**config.mk**
```make
export PLATFORM = sky130hd
export DESIGN_NAME = debounced_target_switch_with_servo_reset
export DESIGN_NICKNAME = d
export VERILOG_FILES = /design/src/rtl/dtsw_pkg.sv /design/src/rtl/dtsw_step.sv /design/src/rtl/debounced_target_switch_with_servo_reset.sv
export SDC_FILE = /design/constraint.sdc
export NUM_CORES = 1
export LEC_CHECK = 0
export ABC_AREA = 1
export BUFFER_PORTS_ARGS = -buffer_cell sky130_fd_sc_hd__buf_4
export CAP_MARGIN = 10
export CORE_UTILIZATION = 30
export CTS_BUF_LIST = sky130_fd_sc_hd__clkbuf_8
export DETAILED_ROUTE_END_ITERATION = 8
export SLEW_MARGIN = 20
export SYNTH_ARGS = -nofsm -noshare
export SYNTH_HDL_FRONTEND = slang
export SYNTH_SLANG_ARGS = --single-unit
export TNS_END_PERCENT = 100
```
**constraint.sdc**
```tcl
create_clock -name clk -period 2.3 [get_ports clk]
set_input_delay 0.345 -clock clk [delete_from_list [all_inputs] [get_ports clk]]
set_output_delay 0.345 -clock clk [all_outputs]
set_load 0.02 [all_outputs]
```
**src/rtl/dtsw_pkg.sv**
```systemverilog
`timescale 1ns / 1ps

package dtsw_pkg;

  localparam int CFG_IDX_W  = 3;
  localparam int CFG_DATA_W = 16;

  // Configuration register indexes
  localparam logic [CFG_IDX_W-1:0] REG_DEBOUNCE_DELAY = 3'd0;
  localparam logic [CFG_IDX_W-1:0] REG_REST_LEVEL     = 3'd1;
  localparam logic [CFG_IDX_W-1:0] REG_SERVO_MIN      = 3'd2;
  localparam logic [CFG_IDX_W-1:0] REG_SERVO_MAX      = 3'd3;
  localparam logic [CFG_IDX_W-1:0] REG_HIT_TAG        = 3'd4;
  localparam logic [CFG_IDX_W-1:0] REG_SERVO_CHANNEL  = 3'd5;

  localparam logic [8:0]  HOLD_TICKS_END = 9'd300;
  localparam logic [8:0]  HOLD_MAX       = 9'h1FF;
  localparam logic [15:0] STEADY_MAX     = 16'hFFFF;

  typedef struct packed {
    logic [15:0] debounce_delay;
    logic        rest_level;
    logic [11:0] servo_min;
    logic [11:0] servo_max;
    logic [7:0]  hit_tag;
    logic [3:0]  servo_channel;
  } cfg_t;

  typedef struct packed {
    logic        last_raw;
    logic        stable_level;
    logic [15:0] steady_ticks;
    logic        hit_armed_off;
    logic        resetting;
    logic        push_phase;
    logic [8:0]  hold_ticks;
  } state_t;

  typedef struct packed {
    logic        hit_valid;
    logic [7:0]  hit_component;
    logic        servo_write;
    logic [3:0]  servo_chan_out;
    logic [11:0] servo_position;
    logic        switch_active;
  } result_t;

  localparam cfg_t CFG_RESET = '{
    debounce_delay: 16'd10,
    rest_level:     1'b1,
    servo_min:      12'd0,
    servo_max:      12'd4095,
    hit_tag:        8'd0,
    servo_channel:  4'd0
  };

  localparam state_t STATE_RESET = '{
    last_raw:      1'b1,
    stable_level:  1'b1,
    steady_ticks:  16'd0,
    hit_armed_off: 1'b0,
    resetting:     1'b0,
    push_phase:    1'b0,
    hold_ticks:    9'd0
  };

endpackage

```
**src/rtl/dtsw_step.sv**
```systemverilog
`timescale 1ns / 1ps

module dtsw_step (
  input  dtsw_pkg::cfg_t    cfg,
  input  dtsw_pkg::state_t  state,
  input  logic              pin_level,
  input  logic              reset_request,
  output dtsw_pkg::state_t  state_nxt,
  output dtsw_pkg::result_t result
);
  import dtsw_pkg::*;

  logic        raw_chg;
  logic [15:0] steady_base;
  logic        active;
  logic        seq_run;
  logic [8:0]  hold_inc;

  assign raw_chg     = pin_level != state.last_raw;
  assign steady_base = raw_chg ? 16'd0 : state.steady_ticks;
  assign seq_run     = state.resetting | reset_request;
  assign hold_inc    = (state.hold_ticks < HOLD_MAX) ? state.hold_ticks + 9'd1
                                                     : state.hold_ticks;

  always_comb begin
    state_nxt = state;
    result    = '0;

    // debounce
    state_nxt.last_raw = pin_level;
    if ((state.stable_level != pin_level) && (steady_base >= cfg.debounce_delay)) begin
      state_nxt.stable_level = pin_level;
    end
    state_nxt.steady_ticks = (steady_base != STEADY_MAX) ? steady_base + 16'd1
                                                         : steady_base;

    active = state_nxt.stable_level ^ cfg.rest_level;
    result.switch_active = active;

    // fire once per activation, re-arm when inactive
    if (active) begin
      if (!state.hit_armed_off) begin
        state_nxt.hit_armed_off = 1'b1;
        result.hit_valid        = 1'b1;
        result.hit_component    = cfg.hit_tag;
      end
    end else begin
      state_nxt.hit_armed_off = 1'b0;
    end

    // servo push, hold, release
    state_nxt.resetting = seq_run;
    if (seq_run) begin
      if (!state.push_phase) begin
        result.servo_write     = 1'b1;
        result.servo_chan_out  = cfg.servo_channel;
        result.servo_position  = cfg.servo_max;
        state_nxt.push_phase   = 1'b1;
        state_nxt.hold_ticks   = 9'd0;
      end else begin
        state_nxt.hold_ticks = hold_inc;
        if (hold_inc >= HOLD_TICKS_END) begin
          result.servo_write    = 1'b1;
          result.servo_chan_out = cfg.servo_channel;
          result.servo_position = cfg.servo_min;
          state_nxt.push_phase  = 1'b0;
          state_nxt.hold_ticks  = 9'd0;
          state_nxt.resetting   = 1'b0;
        end
      end
    end
  end

endmodule

```
**src/rtl/debounced_target_switch_with_servo_reset.sv**
```systemverilog
`timescale 1ns / 1ps

// Debounced target switch with hit event and servo reset sequence. Each input
// request is one 1 ms tick carrying the raw switch level and a reset request;
// each produces exactly one result with the hit message, any servo command and
// the debounced active state. The block takes one request per clock cycle while
// the output side is free; the input register loads at acceptance, the result
// register when the request advances, and the whole per-tick update
// is a single short combinational step between them. out_ready low stalls the
// result register, and the input side keeps accepting while the result register
// can still be freed. Configuration writes are always accepted (cfg_ready is
// tied high) and must only be made while no request is in flight. No clearing
// pass follows reset.
module debounced_target_switch_with_servo_reset (
  input  logic                                clk,
  input  logic                                rst_n,
  input  logic                                in_valid,
  output logic                                in_ready,
  input  logic                                in_pin_level,
  input  logic                                in_reset_request,
  output logic                                out_valid,
  input  logic                                out_ready,
  output logic                                out_hit_valid,
  output logic [7:0]                          out_hit_component,
  output logic                                out_servo_write,
  output logic [3:0]                          out_servo_chan_out,
  output logic [11:0]                         out_servo_position,
  output logic                                out_switch_active,
  input  logic                                cfg_valid,
  output logic                                cfg_ready,
  input  logic [dtsw_pkg::CFG_IDX_W-1:0]      cfg_index,
  input  logic [dtsw_pkg::CFG_DATA_W-1:0]     cfg_data
);
  import dtsw_pkg::*;

  cfg_t    cfg_r;
  state_t  state_r;
  state_t  state_nxt;
  result_t res_nxt;
  result_t res_r;

  logic in_vld_r;
  logic pin_r;
  logic req_r;
  logic out_vld_r;
  logic advance;

  assign advance   = in_vld_r && (!out_vld_r || out_ready);
  assign in_ready  = !in_vld_r || advance;
  assign cfg_ready = 1'b1;

  always_ff @(posedge clk) begin
    if (!rst_n) begin
      cfg_r <= CFG_RESET;
    end else if (cfg_valid) begin
      case (cfg_index)
        REG_DEBOUNCE_DELAY: cfg_r.debounce_delay <= cfg_data[15:0];
        REG_REST_LEVEL:     cfg_r.rest_level     <= cfg_data[0];
        REG_SERVO_MIN:      cfg_r.servo_min      <= cfg_data[11:0];
        REG_SERVO_MAX:      cfg_r.servo_max      <= cfg_data[11:0];
        REG_HIT_TAG:        cfg_r.hit_tag        <= cfg_data[7:0];
        REG_SERVO_CHANNEL:  cfg_r.servo_channel  <= cfg_data[3:0];
        default: ;
      endcase
    end
  end

  dtsw_step u_step (
    .cfg           (cfg_r),
    .state         (state_r),
    .pin_level     (pin_r),
    .reset_request (req_r),
    .state_nxt     (state_nxt),
    .result        (res_nxt)
  );

  // input register
  always_ff @(posedge clk) begin
    if (!rst_n) begin
      in_vld_r <= 1'b0;
    end else if (in_ready) begin
      in_vld_r <= in_valid;
    end
  end

  always_ff @(posedge clk) begin
    if (in_valid && in_ready) begin
      pin_r <= in_pin_level;
      req_r <= in_reset_request;
    end
  end

  // tick state and result register advance together
  always_ff @(posedge clk) begin
    if (!rst_n) begin
      state_r   <= STATE_RESET;
      out_vld_r <= 1'b0;
    end else begin
      if (advance) begin
        state_r   <= state_nxt;
        out_vld_r <= 1'b1;
      end else if (out_ready) begin
        out_vld_r <= 1'b0;
      end
    end
  end

  always_ff @(posedge clk) begin
    if (advance) begin
      res_r <= res_nxt;
    end
  end

  assign out_valid          = out_vld_r;
  assign out_hit_valid      = res_r.hit_valid;
  assign out_hit_component  = res_r.hit_component;
  assign out_servo_write    = res_r.servo_write;
  assign out_servo_chan_out = res_r.servo_chan_out;
  assign out_servo_position = res_r.servo_position;
  assign out_switch_active  = res_r.switch_active;

`ifndef SYNTHESIS
  a_hit_implies_active: assert property (@(posedge clk) disable iff (!rst_n)
    (out_vld_r && res_r.hit_valid) |-> res_r.switch_active)
    else $error("hit emitted while switch inactive");

  a_hold_bounded: assert property (@(posedge clk) disable iff (!rst_n)
    state_r.hold_ticks < HOLD_TICKS_END)
    else $error("hold counter passed its end");

  a_hold_idle_zero: assert property (@(posedge clk) disable iff (!rst_n)
    !state_r.push_phase |-> (state_r.hold_ticks == 9'd0))
    else $error("hold counter running outside push phase");

  a_empty_ready: assert property (@(posedge clk) disable iff (!rst_n)
    !in_vld_r |-> in_ready)
    else $error("input stage empty but not ready");
`endif

endmodule
```
**Word level (Yosys, flattened, before mapping)**

Index checks and enable logic that the tools add are counted.
Widths: inputs -> output; s select.

- Register bits: 114
- Input port bits: 26
- Output and inout bits: 30
- Logic and storage cells: 70

- Add/sub/neg operators: 2
- Order comparisons: 3
- Equality and inequality tests: 8
- Mux-type cells: 14
- Bitwise operators: 3
- Reduce and logical (&&, ||, !) cells: 17

Operator list:

| operator | count |
|---|---|
| $mux 17 | 2 |
| $mux 16 | 2 |
| $mux 11 | 2 |
| $mux 9 | 2 |
| $add 16x1->16 const B | 1 |
| $ge 16x16->1 | 1 |
| $ne 16x16->1 const B | 1 |
| $reduce_and 2->1 | 7 |
| $mux 10 | 1 |
| $add 9x1->9 const B | 1 |
| $ge 9x9->1 const B | 1 |
| $lt 9x9->1 const B | 1 |
| $eq 3x2->1 const B | 2 |
| $eq 3x3->1 const B | 2 |
| $mux 1 | 5 |
| $eq 3x1->1 const B | 1 |
| $logic_and 1x1->1 | 3 |
| $logic_not 3->1 | 1 |
| $logic_not 1->1 | 2 |
| $logic_or 1x1->1 | 2 |
| $ne 1x1->1 | 2 |
| $reduce_bool 2->1 | 1 |
| $reduce_or 2->1 | 1 |
| $not 1->1 | 1 |
| 2 further kinds | 2 |

**Logic depth before layout (Yosys ltp)**

Gate-level depths: netlist of run 1.

- Depth in word-level cells: 8
- Gate-level depth with buffers: 22
- Gate-level depth less buffers: 21

**Cells and area by module**

From an unflattened synthesis of run 1, not the netlist that was laid out.

- Cell total of the unflattened synthesis: 848
- Area, all modules: 6155.9 um^2

By module, submodules not included:

| module | instances | cells each | area an instance (um^2) | sequential area each (um^2) |
|---|---|---|---|---|
| debounced_target_switch_with_servo_reset | 1 | 507 | 4361.7 | 2572.5 |
| dtsw_step | 1 | 341 | 1794.2 | 0.0 |

**Worst setup path after synthesis of run 1**

No wires, ideal clock.

- Path kind: register -> register
- Start point: register pin_r
- End point: register res_r, in the netlist out_hit_component[0], data pin
- Library setup time: 0.256 ns
- Arrival: 2.157 ns
- Data required time: 2.044 ns
- Slack: -0.113 ns
- Cell stages (with the launch flop): 21
- Buffers on the path: 1
- Period minus slack after synthesis: 2.413 ns
- Cells stage by stage: edfxtp_1 nand2_2 nand2_4 buf_6 nor2_1 inv_1 ha_1 inv_1 nand2_1 a21oi_1 nand2_1 nand2_1 nand2_1 nand2_1 nand2_1 nand2_1 nand3_1 nand3_1 nand2_1 nand2_2 nor2_1

- Cells in the longest elaborated chain, start to end: 8
- Elaborated cells on any way between the ends: 9
- Those cells by class: order compare (1); eq/ne (2); mux (2); bitwise (2); reduce/logical (2)

RTL lines:

| element | RTL line | RTL |
|---|---|---|
| start: declaration | debounced_target_switch_with_servo_reset.sv:43 | `logic pin_r;` |
| start signal: assignment | debounced_target_switch_with_servo_reset.sv:88 | `pin_r <= in_pin_level;` |
| $ne 1x1->1 | dtsw_step.sv:19 | `assign raw_chg = pin_level != state.last_raw;` |
| $mux 16 | dtsw_step.sv:20 | `assign steady_base = raw_chg ? 16'd0 : state.steady_ticks;` |
| $ge 16x16->1 | dtsw_step.sv:31 | `if ((state.stable_level != pin_level) && (steady_base >= cfg.debounce_delay)) begin` |
| $logic_and 1x1->1 | dtsw_step.sv:31 |  |
| $mux 1 (*) | dtsw_step.sv:31 |  |
| $xor 1x1->1 (*) | dtsw_step.sv:37 | `active = state_nxt.stable_level ^ cfg.rest_level;` |
| $not 1->1 (no source line) (*) | - |  |
| $reduce_or 2->1 (no source line) (*) | - |  |
| end signal: assignment | debounced_target_switch_with_servo_reset.sv:110 | `res_r <= res_nxt;` |
| end: declaration | debounced_target_switch_with_servo_reset.sv:40 | `result_t res_r;` |

Mark *: on every way between the ends. The rest lies on a longest branch, timed or not.
A chain may end at the register's enable or synchronous reset.

**Worst setup path after layout of run 1**

- Start point: register pin_r
- End point: register res_r, in the netlist out_hit_component[4], data pin

The elaborated chain is that of the path after synthesis.

==> results by stage, run 1 <==
Run status:
- The flow ran to the end, but the final reports show violations.
- The final reports fail on negative setup slack.

Global route:
- The initial antenna violation count is 0.
- The aggregate global-route resource usage is 15.4%.
- Entering global routing, the biggest net connects 59 pins.
- The global-route wire length before repair is 22.0 mm.
- The number of global-route vias before repair was 4381.
- The sum of overflow across all layers after global routing is 0.

Routing:
- The overall via count from detail_route is 4841.
- Summed over all layers, the routed wires come to 14.1 mm.
- The count of nets left with antenna violations once routing finished came out at 0.
- In the routed design, unresolved DRC markers number 0.
- The average detailed-routed wire length per instance is 13.6 um.
- In the routed layout, each cell is associated on average with a via count of 4.67.
- The pre-antenna-repair detailed-routing pass consisted of 7 iterations.
- The initial DRC count is 350.

Place:
- At the end of routability-driven placement, the weighted congestion stood at 0.881.
- Summed over all nets, the half-perimeter wirelength after detailed placement is 9.58 mm.
- The number of I/O port buffers is 54.
- In this run the cell area measured after placement is 6390 um^2.

Timing:
- The headroom to the max-slew limit is 64.8%.
- The worst hold-check slack is 0.0736 ns.
- In the post-route analysis, the smallest setup slack over all paths is -0.145 ns.
- The final worst clock skew is 0.00961 ns.
- The highest achievable clock rate is 409 MHz.
- Setup repair after global routing could not meet its margin everywhere.
- The clock period minus final worst setup slack is 2.44 ns.
- For the pin with the worst max-slew slack, the measured transition is 0.529 ns.
- The number of failing setup endpoints in the final timing report is 22.
- The final count of pins violating max slew is 0.
- The hold violation total from the final report was 0.
- Of the available clock period, the critical path in the final layout requires 106%.

Floorplan:
- The placeable core region is 17500 um^2.
- The die is 137 um wide.
- The row count is 48.
- The overall die area is 18700 um^2.
- For this configuration, the core starts out at a cell density of 31.0%.
- The top-level I/O count is 56.
- In this run the vertical extent of the chip is 137 um.

Synth:
- The netlist uses 39 different library cells.
- The xor/xnor cell area share of the yosys netlist is 1.93%.
- By area, the combinational part of the netlist is dominated by simple AND/OR/NAND/NOR gates.
- Ranked by instance count, the synthesized netlist is headed by sky130_fd_sc_hd__nand2_1, sky130_fd_sc_hd__dfxtp_1, sky130_fd_sc_hd__inv_1.
- In the post-synthesis netlist, the biggest area contributors are sky130_fd_sc_hd__dfxtp_1, sky130_fd_sc_hd__edfxtp_1, sky130_fd_sc_hd__nand2_1.
- After synthesis, the share of flip-flops with an asynchronous set or reset is 0%.
- The share of synthesized cell area in full adder, half adder and majority cells is 3.91%.
- The synthesized instance count is 692.
- The number of flip-flops and latches in the synthesized netlist is 114.
- The mapped netlist covers 5440 um^2.
- The mux contribution to synthesized area is 0%.
- The simple-gate share of the synthesized area is 24.7%.
- In this run, synthesis inferred 29 flip-flops with an integrated enable.
- The compound-cell area share of the yosys netlist is 13.8%.
- In the synthesized netlist the dominant register cell turns out to be sky130_fd_sc_hd__dfxtp_1.
- Averaged over all synthesized cells, the footprint is 7.87 um^2.
- The most frequent cell after synthesis is sky130_fd_sc_hd__nand2_1.
- The yosys synthesis warning count is 0.
- The post-synthesis net count is 735.
- The biggest area consumer among synthesized cells is sky130_fd_sc_hd__dfxtp_1.
- The register area share after synthesis is 47.3%.
- The synthesized design devotes to its leading area cell type 31.3% of total area.

Clocking:
- The maximum level of the CTS H-tree is 4.
- The later pin in the worst-skew pair is clocked with a latency of 0.45 ns.
- For this design, the CTS-stage hold fixing added 0 buffers.
- The number of sinks driven by the clock tree is 114.
- In this run, CTS created clock tree buffers numbering 17.
- The TritonCTS clock tree is done.
- In this run the clock root is driven by a sky130_fd_sc_hd__clkbuf_8.
- The number of buffers between clock root and the deepest sink is 2.
- Clock-pin slew was measured on the worst setup and hold paths at 0.07 ns.

Layout:
- The area growth from synthesis to layout is 33.0%.
- The final standard cell area without fillers is 7240 um^2.
- Of the cells placed in the final design, the portion with a size suffix greater than 1 is 27.1%.
- The number of nets in the layout is 842.
- The share of the core filled with cells is 41.3%.
- The repair_antennas step left the layout with diodes totalling 0.

Pwr:
- For this design the ratio of total power to cell area is 659 nW/um^2.
- VDD sags by at most 0.000567 V.
- In this run the static leakage power is 3.10 nW.

Setup path:
- STA classifies the critical path endpoint as a register.
- The required time of the critical path is 2.50 ns.
- The arrival time reported for the critical path endpoint is 2.64 ns.
- The depth of the worst register-to-register path is 16.
- The critical path in this run is classified as register to register.
- STA classifies the critical path startpoint as a register.
- Along the worst path, the maximum fanout reaches 5.

Worst hold path:
- The min-delay analysis places its worst path in the category input port to register.
- The number of cells traversed by the worst hold path is 1.

Job:
- The reported max-cap violation count is 0.
[placed cells by master, fill, tap and decap left out, types with 17 or more instances in the layout]
cell and instances:
sky130_fd_sc_hd__inv_1 76, sky130_fd_sc_hd__buf_4 109, sky130_fd_sc_hd__nand2_1 111, sky130_fd_sc_hd__o21ai_0 43, sky130_fd_sc_hd__nor2_1 59, sky130_fd_sc_hd__dfxtp_1 84, sky130_fd_sc_hd__edfxtp_1 29, sky130_fd_sc_hd__a21oi_1 76
sky130_fd_sc_hd__nand3_1 35, sky130_fd_sc_hd__nand4_1 18, sky130_fd_sc_hd__clkbuf_8 17
[cell type report]
class	instances	area, um^2
sequential	114	2580
fill	1732	10300
clock inverter	15	208
tap	225	282
inverter	89	337
clock buffer	17	234
multi-input combinational	463	2710
timing repair buffer	114	892
[repair_timing]
item	4_1_cts	5_1_grt
buffers inserted	2	12
setup endpoints to repair	18	27
gates resized for setup	19	48
cloned	1	1
pin swaps	10	20
[path summary, 6_finish.rpt]
kind,startpoint,to,slack [ns]
setup / recovery,pin_r,out_hit_component[4],-0.14
hold / removal,in_reset_request,req_r,0.07
setup reg to reg,pin_r,out_hit_component[4],-0.14
hold reg to reg,cfg_r[3],cfg_r[3],0.45
[logic make-up after synthesis]
| kind of cell | count (synthesis) |
|---|---|
| compound gates | 142 |
| xor+xnor | 12 |
| fa+ha+maj | 17 |
| buf+inv | 117 |
| flops | 114 |
| other cells | 1 |
| simple gates | 289 |
[metrics by stage]
stage          TNS, ns  setup WS, ns  total power, mW  cells
2_1_floorplan   -0.458       -0.0511             2.45    692
3_3_place_gp     -1.03        -0.111             2.63    989
3_5_place_dp     -1.72        -0.179             2.64    989
4_1_cts         -0.615       -0.0642             4.75   1024
5_1_grt          -5.70        -0.292             4.95   1037
6_report         -1.77        -0.145             4.77   1037
[layer usage]
layer  global-route usage (%)  routed length [um]
met1                     20.7                6640
met2                     24.1                6490
met3                     3.56                 692
met4                     5.74                 269
met5                        0                   0
[power by group]
group	switching, mW	internal (mW)	leakage, nW
clock	0.897	1.19	0.217
combinational	0.319	0.204	1.91
sequential	0.0292	2.13	0.970
total	1.25	3.53	3.10
[critical path, stage by stage, from the launching register on]
cell and delay [ns]:
sky130_fd_sc_hd__edfxtp_1 0.46, sky130_fd_sc_hd__inv_2 0.12, sky130_fd_sc_hd__nand2_4 0.09, sky130_fd_sc_hd__nand2_4 0.13, sky130_fd_sc_hd__buf_12 0.12, sky130_fd_sc_hd__nor2_4 0.04
sky130_fd_sc_hd__ha_4 0.27, sky130_fd_sc_hd__inv_2 0.04, sky130_fd_sc_hd__o31a_1 0.27, sky130_fd_sc_hd__nand2_1 0.07, sky130_fd_sc_hd__nand2_2 0.09, sky130_fd_sc_hd__nand2_2 0.11
sky130_fd_sc_hd__nand2_4 0.07, sky130_fd_sc_hd__nand3_4 0.09, sky130_fd_sc_hd__nand2_4 0.08, sky130_fd_sc_hd__nand2_4 0.10, sky130_fd_sc_hd__nor2_2 0.05
[state kept, by name, summed over array words and instances (netlist names)]
signal,cells
cfg_r,53
in_vld_r,1
out_hit_component,8
out_hit_valid,1
out_servo_chan_out,4
out_servo_position,12
out_servo_write,1
out_switch_active,1
out_valid,1
pin_r,1
req_r,1
state_r,30
Note: power is estimated with default switching activity, not from simulation.
==> run 2, diff against run 1 <==
- CORE_UTILIZATION: 30 -> 55
- PLACE_DENSITY: unset -> 0.78
==> run 2 against run 1 <==
Effect of this change: the flow still finishes with violations (negative setup slack); combinational power increased by 2%; fmax decreased by 8.4%; critical path depth decreased by 2; core utilization increased by 34 points; global-route usage increased by 13 points; flip-flop and latch count unchanged; clock skew increased by 0.0067 ns; via count increased by 9.7%; worst setup slack got worse by 0.22 ns; routed wire length increased by 11%; critical endpoint is now out_hit_component[1]; highest routed layer unchanged.
==> results by stage, run 2 (same netlist as run 1, synthesis figures left out) <==
Timing:
- Setup violations remaining at the end of the flow were counted as 28.
- The routed design could run at a clock period as short as 2.67 ns.
- For the pin with the worst max-slew slack, the measured transition is 0.813 ns.
- The headroom to the max-slew limit is 45.7%.
- After layout, the worst path uses 116% of the clock period.
- The hold violation total from the final report was 0.
- The highest achievable clock rate is 375 MHz.
- Setup repair after global routing could not meet its margin everywhere.
- The final worst clock skew is 0.0163 ns.
- The final count of pins violating max slew is 0.
- The least setup slack across all paths after layout is -0.367 ns.

Layout:
- Leaving out fill and tap cells, the most frequent cell in the layout is sky130_fd_sc_hd__nand2_1.
- From synthesis to final layout, the design area changed by 30.5%.
- The number of nets in the layout is 839.
- The number of flip-flops under the largest register name is 53.
- The layout has 641 filler cells.
- The area occupied by multi-input gates is 2820 um^2.
- Ranked by flip-flop count, first place goes to cfg_r.
- The final non-filler cell total is 938.
- The sequential cell area in the final layout is 2570 um^2.
- Leaving out fill and tap cells, the most frequent cells in the layout are sky130_fd_sc_hd__nand2_1, sky130_fd_sc_hd__buf_4, sky130_fd_sc_hd__dfxtp_1.
- 0 antenna diodes ended up in the layout.
- The post-route netlist has 28.9% of its cells at a drive strength greater than 1.

Clocking:
- The clock root buffer master is sky130_fd_sc_hd__clkbuf_8.
- Clock tree synthesis inserted a total of 17 buffers.
- For this design, the CTS-stage hold fixing added 0 buffers.
- The clock latency on the worst-skew pair is 0.44 ns.
- The H-tree generated during clock tree synthesis spans 4 levels.
- The clock-pin slew on the worst setup and hold paths is 0.08 ns.
- In this run the deepest clock path goes through 2 buffers.
- The TritonCTS clock tree is done.
- The number of sinks driven by the clock tree is 114.

Setup path:
- The signal on the critical path passes through inv_2 -> nand2_4 -> nand2_8 -> nor2_2 -> ha_1 -> a21oi_1 -> o21ai_1 -> a21oi_4 -> nand2_2 -> nand2_2 -> nand3_2 -> nand2_4 -> nand2_4 -> nor2_1.
- The worst setup path is captured at a register.
- The worst setup path category is register to register.
- The worst reg-to-reg setup slack is -0.37 ns.
- The arrival time reported for the critical path endpoint is 2.95 ns.
- Counting both buffers and inverters, the worst setup path holds a total of 1.
- The most frequent cell on the critical path is sky130_fd_sc_hd__nand2_4.
- The worst register-to-register path begins at pin_r.
- The required time of the critical path is 2.59 ns.
- The gate family responsible for the most delay along the worst path is simple AND/OR/NAND/NOR gates.
- On the critical path, the stage with the largest delay is an instance of sky130_fd_sc_hd__edfxtp_1.
- Of all nets on the critical path, the largest fanout is 5.
- The kind of start point of the critical path is a register.
- The largest incremental delay on the critical path is 0.48 ns.
- Tracing the worst setup path back leads to its startpoint at pin_r.

Routing:
- Before antenna repair, the detailed router went through 5 iterations.
- In the routed layout, each cell is associated on average with a via count of 5.66.
- Dividing the detail-routed wire length by the instance count gives 16.6 um.
- The initial DRC count is 373.
- Across all layers, the routed design uses 5311 vias.
- After detailed routing, the total wire length is 15.6 mm.
- The number of antenna-violating nets in the routed design is 0.
- The number of design rule violations left after detail routing is 0.

Job:
- The reported max-cap violation count is 0.

Pwr:
- The maximum vdd ir drop is 0.000404 V.
- In this run the power density over the cells is 621 nW/um^2.
- In this run the static leakage power is 3.05 nW.

Global route:
- The aggregate global-route resource usage is 28.9%.
- The initial antenna violation count came to 0.
- The sum of overflow across all layers after global routing is 0.
- The number of global-route vias before repair is 4980.
- The global-route wire length before repair is 22.9 mm.
- Entering global routing, the biggest net connects 59 pins.

Run status:
- The flow ran to the end, but the final reports show violations.
- The final reports fail on negative setup slack.

Place:
- The number of I/O port buffers is 54.
- The congestion estimate from routability-driven global placement came to 0.942.
- Once detailed placement completed, the half-perimeter wirelength came to 9.62 mm.
- The post-placement cell count is 890.
- The post-place setup slack is -0.212 ns.

Worst hold path:
- The startpoint identified for the worst hold timing path is in_pin_level.
- The type of the worst min-delay path is input port to register.

Floorplan:
- The placeable core region is 9420 um^2.
- The die is 101 um tall.
- The row count is 35.
- During I/O placement, the number of pins put on the boundary was 56.
- The horizontal extent of the die is 101 um.
- The starting density of the core is 57.8%.
- The die covers 10300 um^2.
[run 2: changes by cell type in the layout (fill, tap and decap cells not counted), moves of 5 or more]
cell                      before  now
sky130_fd_sc_hd__a21oi_2       4    9
sky130_fd_sc_hd__buf_4       109  102
sky130_fd_sc_hd__a21oi_1      76   71
sky130_fd_sc_hd__nand3_2       3   10
sky130_fd_sc_hd__buf_6         3    9
sky130_fd_sc_hd__nand3_1      35   29
[run 2: worst reg2reg max path, delay by kind of cell, from the launching register on]
| kind | cells | cell delay (ns) |
|---|---|---|
| AO/OA/AOI/OAI | 3 | 0.61 |
| flip-flops | 1 | 0.48 |
| buffers and inverters | 1 | 0.09 |
| adder cells (fa/ha/maj) | 1 | 0.33 |
| AND/OR/NAND/NOR | 9 | 1.01 |
[run 2: path summary, 6_finish.rpt]
check                                             to  depth (start not counted)
worst max-delay path            out_hit_component[1]                         14
worst min-delay path                           pin_r                          1
worst max register to register  out_hit_component[1]                         14
worst min register to register              cfg_r[7]                          2
[run 2: timing repair]
item / in CTS / in global routing
pin swaps: 9 / 22
cloned: 1 / 1
endpoints found under the setup margin: 26 / 41
gates resized for setup: 19 / 74
buffers inserted: 8 / 6
[run 2: report_power, final]
group	switching, mW	internal (mW)
registers	0.0347	2.13
logic	0.330	0.203
clock network	0.932	0.783
[run 2: stage by stage]
| stage | TNS (ns) | total power, mW | hold WS [ns] | utilization (%) | instance area (um^2) |
|---|---|---|---|---|---|
| after floorplan | -0.458 | 2.45 | 0.429 | - | 5470 |
| after global placement | -0.840 | 2.62 | 0.439 | 66.2 | 6230 |
| after detailed placement | -3.05 | 2.64 | 0.444 | 66.2 | 6230 |
| after CTS | -0.795 | 4.32 | 0.0851 | 71.5 | 6730 |
| after global routing | -8.29 | 4.55 | 0.0645 | 75.5 | 7110 |
| final | -5.85 | 4.41 | 0.0919 | 75.5 | 7110 |
[run 2: per-layer routing]
layer | vias to the layer above | part of all wire (%) | global-route usage, %
li1 | 2495 | - | -
met1 | 2484 | 38 | 34.6
met2 | 267 | 49 | 49.0
met3 | 65 | 8.6 | 7.94
met4 | 0 | 3.9 | 12.0
met5 | - | 0 | 0
[run 2: final cells by class]
| cell class | instances | area share (%) |
|---|---|---|
| sequential | 114 | 36.2 |
| tap | 129 | 2.27 |
| clock buffer | 18 | 3.49 |
| inverter | 89 | 4.74 |
| clock inverter | 14 | 1.48 |
| timing repair buffer | 111 | 12.2 |
| multi-input combinational | 463 | 39.6 |
